===== config.mk =====
export PLATFORM = sky130hd
export DESIGN_NAME = stbs_ctrl
export DESIGN_NICKNAME = d
export VERILOG_FILES = /design/src/rtl/stbs_pkg.sv /design/src/rtl/stbs_ctrl.sv
export SDC_FILE = /design/constraint.sdc
export NUM_CORES = 1
export LEC_CHECK = 0
export BUFFER_PORTS_ARGS = -buffer_cell sky130_fd_sc_hd__clkbuf_2
export CORE_MARGIN = 2
export CORE_UTILIZATION = 53
export DETAILED_ROUTE_END_ITERATION = 12
export HOLD_SLACK_MARGIN = 0.03
export PLACE_DENSITY = 0.7
export SKIP_CTS_REPAIR_TIMING = 1
export SYNTH_ARGS = -nofsm -noshare
export SYNTH_HDL_FRONTEND = slang
export SYNTH_SLANG_ARGS = --single-unit

===== constraint.sdc =====
create_clock -name clk -period 5.8 [get_ports clk]
set_input_delay 1.16 -clock clk [delete_from_list [all_inputs] [get_ports clk]]
set_output_delay 1.16 -clock clk [all_outputs]
set_load 0.01 [all_outputs]

===== src/rtl/stbs_pkg.sv =====
`default_nettype none

package stbs_pkg;

    // field widths fixed by the interface
    localparam int unsigned LEN_W = 15;
    localparam int unsigned IDX_W = 14;
    localparam int unsigned VAL_W = 32;

    // request kinds
    localparam logic REQ_LOAD   = 1'b0;
    localparam logic REQ_SEARCH = 1'b1;

    // one request: a table load or a key search
    typedef struct packed {
        logic                    req_type;
        logic [IDX_W-1:0]        entry_index;
        logic signed [VAL_W-1:0] entry_value;
        logic signed [VAL_W-1:0] search_key;
    } req_t;

    // one search answer
    typedef struct packed {
        logic             found;
        logic [IDX_W-1:0] match_index;
    } rsp_t;

endpackage

`default_nettype wire


===== src/rtl/stbs_ctrl.sv =====
`default_nettype none

module stbs_ctrl #(
    parameter int unsigned TABLE_DEPTH = 16384
) (
    input  wire logic                                 clk,
    input  wire logic                                 rst_n,
    input  wire logic                                 search_start,
    input  wire logic signed [stbs_pkg::VAL_W-1:0]    key,
    input  wire logic [$clog2(TABLE_DEPTH+1)-1:0]     len,
    output logic                                      rd_en,
    output logic      [$clog2(TABLE_DEPTH)-1:0]       rd_addr,
    input  wire logic signed [stbs_pkg::VAL_W-1:0]    rd_data,
    output logic                                      busy,
    output logic                                      done,
    output stbs_pkg::rsp_t                            result
);

    import stbs_pkg::*;

    localparam int unsigned AW = $clog2(TABLE_DEPTH);
    localparam int unsigned LW = $clog2(TABLE_DEPTH + 1);

    localparam logic [1:0] ST_IDLE  = 2'd0;
    localparam logic [1:0] ST_SETUP = 2'd1;
    localparam logic [1:0] ST_PROBE = 2'd2;

    logic [1:0]              state_reg, state_next;
    logic [LW-1:0]           lo_reg, lo_next;
    logic [LW-1:0]           end_reg, end_next;
    logic [AW-1:0]           mid_reg, mid_next;
    logic signed [VAL_W-1:0] key_reg, key_next;
    logic                    done_reg, done_next;
    rsp_t                    result_reg, result_next;

    logic [LW-1:0] mid_w;
    logic [LW-1:0] setup_mid;
    logic [LW-1:0] up_lo;
    logic          up_empty;
    logic [LW-1:0] up_mid;
    logic          dn_empty;
    logic [LW-1:0] dn_mid;

    // candidate midpoints for both halves, built beside the compare
    always_comb
    begin
        mid_w     = LW'(mid_reg);
        setup_mid = lo_reg + ((end_reg - LW'(1) - lo_reg) >> 1);
        up_lo     = mid_w + LW'(1);
        up_empty  = (up_lo >= end_reg);
        up_mid    = up_lo + ((end_reg - up_lo - LW'(1)) >> 1);
        dn_empty  = (lo_reg >= mid_w);
        dn_mid    = lo_reg + ((mid_w - LW'(1) - lo_reg) >> 1);
    end

    // search sequencer: one probe issued per cycle
    always_comb
    begin
        state_next  = state_reg;
        lo_next     = lo_reg;
        end_next    = end_reg;
        mid_next    = mid_reg;
        key_next    = key_reg;
        done_next   = 1'b0;
        result_next = result_reg;
        rd_en       = 1'b0;
        rd_addr     = mid_reg;

        case (state_reg)
            ST_IDLE:
            begin
                if (search_start)
                begin
                    key_next   = key;
                    lo_next    = '0;
                    end_next   = len;
                    state_next = ST_SETUP;
                end
            end
            ST_SETUP:
            begin
                if (lo_reg < end_reg)
                begin
                    rd_en      = 1'b1;
                    rd_addr    = AW'(setup_mid);
                    mid_next   = AW'(setup_mid);
                    state_next = ST_PROBE;
                end
                else
                begin
                    done_next   = 1'b1;
                    result_next = '{found: 1'b0, match_index: '0};
                    state_next  = ST_IDLE;
                end
            end
            ST_PROBE:
            begin
                if (rd_data == key_reg)
                begin
                    done_next   = 1'b1;
                    result_next = '{found: 1'b1, match_index: IDX_W'(mid_reg)};
                    state_next  = ST_IDLE;
                end
                else if (rd_data < key_reg)
                begin
                    // keep upper half
                    lo_next = up_lo;
                    if (up_empty)
                    begin
                        done_next   = 1'b1;
                        result_next = '{found: 1'b0, match_index: '0};
                        state_next  = ST_IDLE;
                    end
                    else
                    begin
                        rd_en    = 1'b1;
                        rd_addr  = AW'(up_mid);
                        mid_next = AW'(up_mid);
                    end
                end
                else
                begin
                    // keep lower half
                    end_next = mid_w;
                    if (dn_empty)
                    begin
                        done_next   = 1'b1;
                        result_next = '{found: 1'b0, match_index: '0};
                        state_next  = ST_IDLE;
                    end
                    else
                    begin
                        rd_en    = 1'b1;
                        rd_addr  = AW'(dn_mid);
                        mid_next = AW'(dn_mid);
                    end
                end
            end
            default:
            begin
                state_next = ST_IDLE;
            end
        endcase
    end

    // control state
    always_ff @(posedge clk or negedge rst_n)
    begin
        if (!rst_n)
        begin
            state_reg <= ST_IDLE;
            done_reg  <= 1'b0;
        end
        else
        begin
            state_reg <= state_next;
            done_reg  <= done_next;
        end
    end

    // search range and answer
    always_ff @(posedge clk)
    begin
        lo_reg     <= lo_next;
        end_reg    <= end_next;
        mid_reg    <= mid_next;
        key_reg    <= key_next;
        result_reg <= result_next;
    end

    assign busy   = (state_reg != ST_IDLE);
    assign done   = done_reg;
    assign result = result_reg;

endmodule

`default_nettype wire


# After elaboration in Yosys (flattened, before gate mapping)
# Index checks and enable logic that the tools add are counted.
[word_totals]
regBits = 94
out_inout_bits = 32
word_cells = 80
input_bits = 82
[classes]
n_mux = 39
n_eq_ne = 10
magnitude_cmp = 4
n_reduce_logical = 9
addsub = 10
[ops]
columns = ["op", "n"]
rows = [
  ["$mux 15", 11],
  ["$pmux 15 s2", 3],
  ["$mux 14", 5],
  ["$sub 15x15->15", 3],
  ["$add 14x14->14", 3],
  ["$eq 32x32->1", 1],
  ["$lt 32x32->1", 1],
  ["$sub 15x1->15 const B", 2],
  ["$pmux 14 s2", 1],
  ["$add 14x1->15 const B", 1],
  ["$ge 15x14->1", 1],
  ["$ge 15x15->1", 1],
  ["$lt 15x15->1", 1],
  ["$sub 14x1->15 const B", 1],
  ["$mux 2", 6],
  ["$reduce_and 4->1", 3],
  ["$mux 1", 10],
  ["$ne 2x2->1 const B", 5],
  ["$ne 4x4->1 const B", 2],
  ["$pmux 2 s3", 1],
  ["$reduce_bool 2->1", 3],
  ["$pmux 1 s2", 2],
  ["$reduce_and 3->1", 1],
  ["$eq 2x1->1 const B", 1],
  ["3 further kinds", 3],
]

# Longest topological paths before layout
# Gate-level depths: netlist of run 1.
[depth]
ltp_word = 8
mapped_depth = 22
ltp_nobuf = 21

# Least setup slack after synthesis of run 1
# Ideal clock, no wire load.
[synth_timing]
path_type = "register -> output"
startpoint = "reg mid_reg[0]"
endpoint = "out rd_addr[12]"
arrival_ns = 4.429
slack_ns = 0.211
path_stages_with_launch = 19
cell_sequence = "dfxtp_1 > ha_1 > nand3_2 > xnor2_1 > inv_1 > ha_1 > clkbuf_8 > inv_1 > o311a_1 > o211a_1 > a311oi_4 > ha_1 > a21o_1 > a21o_1 > a21oi_1 > nand3_1 > o21a_1 > o211a_1 > o31ai_1"
[synth_between]
elab_chain_cells = 8
[synth_lines]
columns = ["item", "line_no", "source"]
rows = [
  ["start: declaration", "stbs_ctrl.sv:31", "logic [AW-1:0] mid_reg, mid_next;"],
  ["start signal: assignment", "stbs_ctrl.sv:166", "mid_reg <= mid_next;"],
  ["$add 14x1->15", "stbs_ctrl.sv:49", "up_lo = mid_w + LW'(1);"],
  ["$sub 15x15->15", "stbs_ctrl.sv:51", "up_mid = up_lo + ((end_reg - up_lo - LW'(1)) >> 1);"],
  ["$sub 15x1->15", "stbs_ctrl.sv:51", ""],
  ["$add 14x14->14", "stbs_ctrl.sv:51", ""],
  ["$mux 14", "stbs_ctrl.sv:108", "if (up_empty)"],
  ["$mux 14 (*)", "-", ""],
  ["$mux 14 (*)", "stbs_ctrl.sv:98", "if (rd_data == key_reg)"],
  ["$pmux 14 s2 (*)", "stbs_ctrl.sv:69", "case (state_reg)"],
  ["end: declaration", "stbs_ctrl.sv:12", "output logic [$clog2(TABLE_DEPTH)-1:0] rd_addr,"],
]
# Mark *: on every way between the ends. The rest lies on a longest branch, timed or not.

# Final worst setup path of run 1
[layout_timing]
startpoint = "reg mid_reg[1]"
endpoint = "out rd_addr[12]"
# The elaborated chain is that of the path after synthesis.

==> results.md, run 1 <==
* Status: finished, final reports clean
* Routed vias/inst at 5.91
* Die extent in x at 136 µm
* DRT Pass-1 Iters at 5
* Final period util at 0.977
* First-pass GRT wire length at 39200 µm
* Iteration-0 DRC Markers at 578
* Nets at 1420
* Largest net degree at the start of global routing at 33
* R2R depth at 15
* Final-report hold violation count at 0
* Max_slew headroom at 0.412
* Uppermost routed layer: met4
* Vias in the first global route at 7898
* Synth area leaders: edfxtp_1 25%, ha_1 20%, xnor2_1 5.0%
* Hold depth at 2
* CP Launch Type: register
* Fraction of registers with async set/reset at 0.0319
* Slew Limit Fails at 0
* WHS at 582 ps
* Final HPWL from detailed placement at 20800 µm
* Routed WL at 26200 µm
* Synth top area share at 0.249
* PortBufs at 113
* # diodes at 0
* Ys Warns at 0
* Num CTS Buffers at 9
* DR WL/cell at 18.5 µm
* Final setup viols at 0
* WL met3 at 2160 µm
* Max FFs per register at 32
* DRC at 0
* Placed cell area at 10300 µm²
* Die Area at 18600 µm²
* Post-route met1 wirelength at 11000 µm
* Die Height at 136 µm
* RSZ-0062 raised after global routing: yes
* Min cycle time layout at 5670 ps
* H-tree level count at 3
* Layout area overhead at 20.2%
* Register area share after synthesis at 0.287
* Worst path required time at 4640 ps
* All-Layer GR Usage at 0.275
* Synth top cells by count: 148 x ha_1, 116 x inv_1, 77 x edfxtp_1, 75 x nor2_1, 70 x a21oi_1
* Reg clk slew, reported paths at 70 ps
* Routed vias at 8354
* Initial core utilization at 0.538
* Mapped Nets at 1257
* Core box area at 17200 µm²
* Clk sinks at 94
* Synth Cell Area at 9280 µm²
* Ports at 114
* Post-synthesis instance total at 1021
* Prevailing post-synth register cell: edfxtp_1
* Clock skew at 8.72 ps
* Crit path kind: reg2out
* Max Cap Viol at 0
* Post-Layout Cell Count at 1414
* Max Fclk at 177 MHz
* Synth cell types at 84
* Measured slew at the worst slew-check pin at 860 ps
* Gp weighted congestion at 1.02
* Post-route design area at 11200 µm²
* Top-count cell post-synth: ha_1
* Clock latency on the worst-skew pair at 360 ps
* Antenna-violating nets left at 0
* CP arrival at 4510 ps
* Crit. End Element: primary output
* Biggest area consumer among synthesized cells: edfxtp_1
* Syn Area/Cell at 9.09 µm²
* Clock Path Buffers at 2
* Crit Path Max Fanout at 7
* Row count at 48
* Antenna violations before repair at 0
* Met2 wire length at 12200 µm
* GRT overflow at 0
* Share of cells above drive strength 1 at 0.246
* Fill count at 1440
* Hold crit path type: reg2reg
* Cells after DPL at 1384
* CTS tree: built
* EDFF count, synth at 77
* FF+latch count, synth at 94
* CTS Root Cell: clkbuf_16
-- metal layers --
metal | global-route usage | vias up
met5 | 0 | -
met4 | 0.122 | 0
met3 | 0.0466 | 56
met2 | 0.461 | 331
met1 | 0.349 | 3916
li1 | - | 4051
-- kinds of logic (layout without fill, tap and decap cells) --
| kind of cell | Yosys count | in the layout | synth area share |
|---|---|---|---|
| xor+xnor | 74 | 74 | 0.0719 |
| compound gates | 266 | 266 | 0.197 |
| fa+ha+maj | 154 | 154 | 0.212 |
| simple gates | 281 | 281 | 0.150 |
| buf+inv | 135 | 303 | 0.0613 |
| mux | 17 | 17 | 0.0204 |
| flops | 94 | 94 | 0.287 |
-- placed cells by master, fill, tap and decap left out, types with 11 or more instances in the layout --
cell type,count
ha_1,134
inv_1,113
clkbuf_2,111
edfxtp_1,77
nor2_1,71
a21oi_1,59
buf_4,54
nand2_1,49
xnor2_1,48
nor3_1,43
o21ai_0,36
nand3_1,32
a21o_1,23
xor2_1,20
o21a_1,15
nor2b_1,15
mux2_2,15
a22oi_1,14
a21oi_2,11
-- worst paths after layout --
| kind | start | end | slack (ps) |
|---|---|---|---|
| setup / recovery | mid_reg[1] | rd_addr[12] | 130 |
| hold / removal | state_reg[0] | state_reg[0] | 580 |
| setup reg to reg | mid_reg[6] | result[4] | 1180 |
| hold reg to reg | state_reg[0] | state_reg[0] | 580 |
| max in group asynchronous | rst_n | done | 5080 |
| min in group asynchronous | rst_n | state_reg[1] | 600 |
-- per-stage QoR --
stage          utilization  worst slack, ps  TNS [ps]
2_1_floorplan            -              211         0
6_report             0.647              134         0
4_1_cts              0.620             -319      -925
3_3_place_gp         0.599              145         0
5_1_grt              0.647            -69.6      -180
3_5_place_dp         0.599             99.8         0
-- critical path: stages, from the launching register on --
cell and delay [ps]:
dfxtp_2 350, buf_6 140, nand3_1 140, buf_4 190, nor3_2 60, nor2_2 150, inv_1 120, ha_4 320
nand3_1 70, o311a_1 380, o211a_1 280, a311oi_4 320, ha_4 260, a21o_1 190, a21o_1 180, a21oi_2 150
nand3_1 110, o21a_1 180, o211a_1 150, o31ai_2 240, buf_2 190
-- final cells by class --
cell class / count / area [µm²] / area share
multi-input combinational: 792 / 6390 / 0.573
sequential: 94 / 2680 / 0.240
timing repair buffer: 170 / 1000 / 0.0901
inverter: 117 / 439 / 0.0394
tap: 225 / 282 / 0.0252
clock buffer: 9 / 225 / 0.0202
clock inverter: 7 / 141 / 0.0127
Power of run 1 is left out: the tool's default activity adds up to more than one toggle a clock period on the data nets, which glitch-free logic cannot reach.
==> run 2: changes to the inputs <==
- BUFFER_PORTS_ARGS: -buffer_cell sky130_fd_sc_hd__clkbuf_2 -> unset
- CTS_BUF_LIST: unset -> sky130_fd_sc_hd__clkbuf_2 sky130_fd_sc_hd__clkbuf_4 sky130_fd_sc_hd__clkbuf_8
- DONT_BUFFER_PORTS: unset -> 1
- PLACE_DENSITY: 0.7 -> 0.64
==> run 2 against run 1 <==
Effect of this change:
- utilization is 3.5 points lower
- sequential cell count stayed put
- cell area is 5.5% lower
- clock skew is 9.9 ps higher
- routed wire length is 2.5% lower
- non-clock buffer count is 111 lower
- sequential share of layout area is 1.4 points higher
- largest cell class unchanged
- highest routed layer unchanged
==> results.md, run 2 (synthesis gave the netlist of run 1 again) <==
* DRT Pass-1 Iters at 5 (unchanged)
* Crit Path Max Fanout at 11 (+4)
* Max Cap Viol at 0 (unchanged)
* Crit path kind: reg2out
* All-Layer GR Usage at 0.271 (-0.00456)
* Max Fclk at 176 MHz (-0.11%)
* Crit. End Element: primary output
* Routed WL at 25600 µm (-2.5%)
* Final-report hold violation count at 0 (unchanged)
* CP Launch Point: mid_reg[0]
* Clk sinks at 94 (unchanged)
* First-pass GRT wire length at 38100 µm (-2.6%)
* # diodes at 0 (unchanged)
* RR Startpoint: mid_reg[8]
* PnR worst setup slack at 128 ps (-6.30 ps)
* CP endpoint: rd_addr[12]
* Die Area at 18600 µm² (unchanged)
* CP Cell Sequence: buf_8, and4_1, or2_1, inv_2, ha_4, nand2_1, o21ai_4, a21oi_2, o311a_1, o211a_1, a311oi_4, ha_1, a21o_1, a21o_1, a21oi_2, nand3_1, o21a_1, o211a_1, o31ai_2, buf_4
* Slowest stage delay, CP at 380 ps (about the same)
* Iteration-0 DRC Markers at 437 (-24%)
* Setup Total Neg Slack at 0 ps (unchanged)
* Worst path required time at 4640 ps (about the same)
* Hold crit path type: in2async
* Reg clk slew, reported paths at 100 ps (+30 ps)
* Cells after DPL at 1269 (-8.3%)
* Die Height at 136 µm (unchanged)
* DR WL/cell at 19.6 µm (+5.7%)
* H-tree level count at 3 (unchanged)
* Ports at 114 (unchanged)
* WHS at 443 ps (-139 ps)
* Max FFs per register at 32 (unchanged)
* Nets at 1310 (-7.7%)
* Layout area overhead at 13.6%
* Min cycle time layout at 5670 ps (+6.30 ps)
* Max_slew headroom at 0.539 (+0.127)
* Routed vias/inst at 6.03 (+2.1%)
* Slew Limit Fails at 0 (unchanged)
* Routed vias at 7868 (-5.8%)
* Measured slew at the worst slew-check pin at 692 ps (-168 ps)
* Reg2Reg Setup Slack at 1220 ps (+40 ps)
* Largest net degree at the start of global routing at 29 (-12%)
* Antenna violations before repair at 0 (unchanged)
* CP Launch Type: register
* Share of cells above drive strength 1 at 0.174 (-0.0722)
* CTS tree: built
* PortBufs at 0 (-100%)
* Die extent in x at 136 µm (unchanged)
* Final period util at 0.978 (+0.00109)
* Final setup viols at 0 (unchanged)
* Gp weighted congestion at 0.974 (-4.6%)
* Final HPWL from detailed placement at 20400 µm (-1.9%)
* Status: finished, final reports clean
* Antenna-violating nets left at 0 (unchanged)
* Storage element area at 2680 µm² (+0.23%)
* GRT overflow at 0 (unchanged)
* CP arrival at 4510 ps (about the same)
* Vias in the first global route at 7428 (-6.0%)
* CTS Root Cell: clkbuf_8
* RR Endpoint: result[3]
* Core box area at 17200 µm² (unchanged)
* Clock skew at 18.7 ps (+9.95 ps)
* Slowest CP cell: dfxtp_4
* Clock latency on the worst-skew pair at 400 ps (+40 ps)
* Fill count at 1506 (+4.6%)
* Num CTS Buffers at 9 (unchanged)
* Row count at 48 (unchanged)
* Commonest non-fill, non-tap cell in the layout: ha_1
* Post-Layout Cell Count at 1304 (-7.8%)
* Worst slack at placement at 86.4 ps (-13.5 ps)
* Commonest non-fill, non-tap cells in the layout: 136 x ha_1, 112 x inv_1, 77 x edfxtp_1, 71 x nor2_1, 59 x a21oi_1
* Initial core utilization at 0.538 (unchanged)
* Clock Path Buffers at 2 (unchanged)
* R2R depth at 16 (+1)
* DRC at 0 (unchanged)
* RSZ-0062 raised after global routing: yes
* Area of the multi-input gates at 6450 µm² (+1.0%)
==> run 2: cell count changes in the layout (fill, tap and decap cells not counted), sizes merged <==
| cell | change |
|---|---|
| clkbuf | -110 |
| clkinvlp | +3 |
| bufinv | -2 |
| clkinv | -1 |
| inv | -1 |
| nand3 | +1 |
==> run 2: critical path, delay by kind of cell, from the launching register on <==
family,cells,cell delay (ps)
adder cells (fa/ha/maj),2,590
AND/OR/NAND/NOR,4,560
buffers and inverters,3,390
AO/OA/AOI/OAI,11,2170
flip-flops,1,380
==> run 2: layout make-up <==
type                            count  area share
Tap cell                          225      0.0267
Multi-Input combinational cell    793       0.612
Clock buffer                       10      0.0125
Inverter                          117      0.0420
Clock inverter                      6     0.00878
Sequential cell                    94       0.254
Timing Repair Buffer               59      0.0438
==> run 2: stage by stage <==
step,area [µm²],utilization
finish,10500,0.612
global route,10500,0.612
CTS,9960,0.578
detailed placement,9740,0.565
global placement,9740,0.565
floorplan,9280,-
==> run 2: metal layers <==
layer,part of all wire,up-vias,global-route usage
li1,-,3841,-
met1,0.44,3730,0.352
met4,0.024,0,0.0966
met5,0,-,0
met2,0.47,256,0.455
met3,0.064,41,0.0447
==> run 2: worst min-delay path by stage <==
stage | start | to | cells after the start
detailed placement | state_reg[0] | state_reg[0] | 2
floorplan | state_reg[0] | state_reg[0] | 2
finish | rst_n | done | 0
global route | rst_n | state_reg[0] | 0
global placement | state_reg[0] | state_reg[0] | 2
CTS | rst_n | state_reg[0] | 0
Power of run 2 is left out for the same reason.
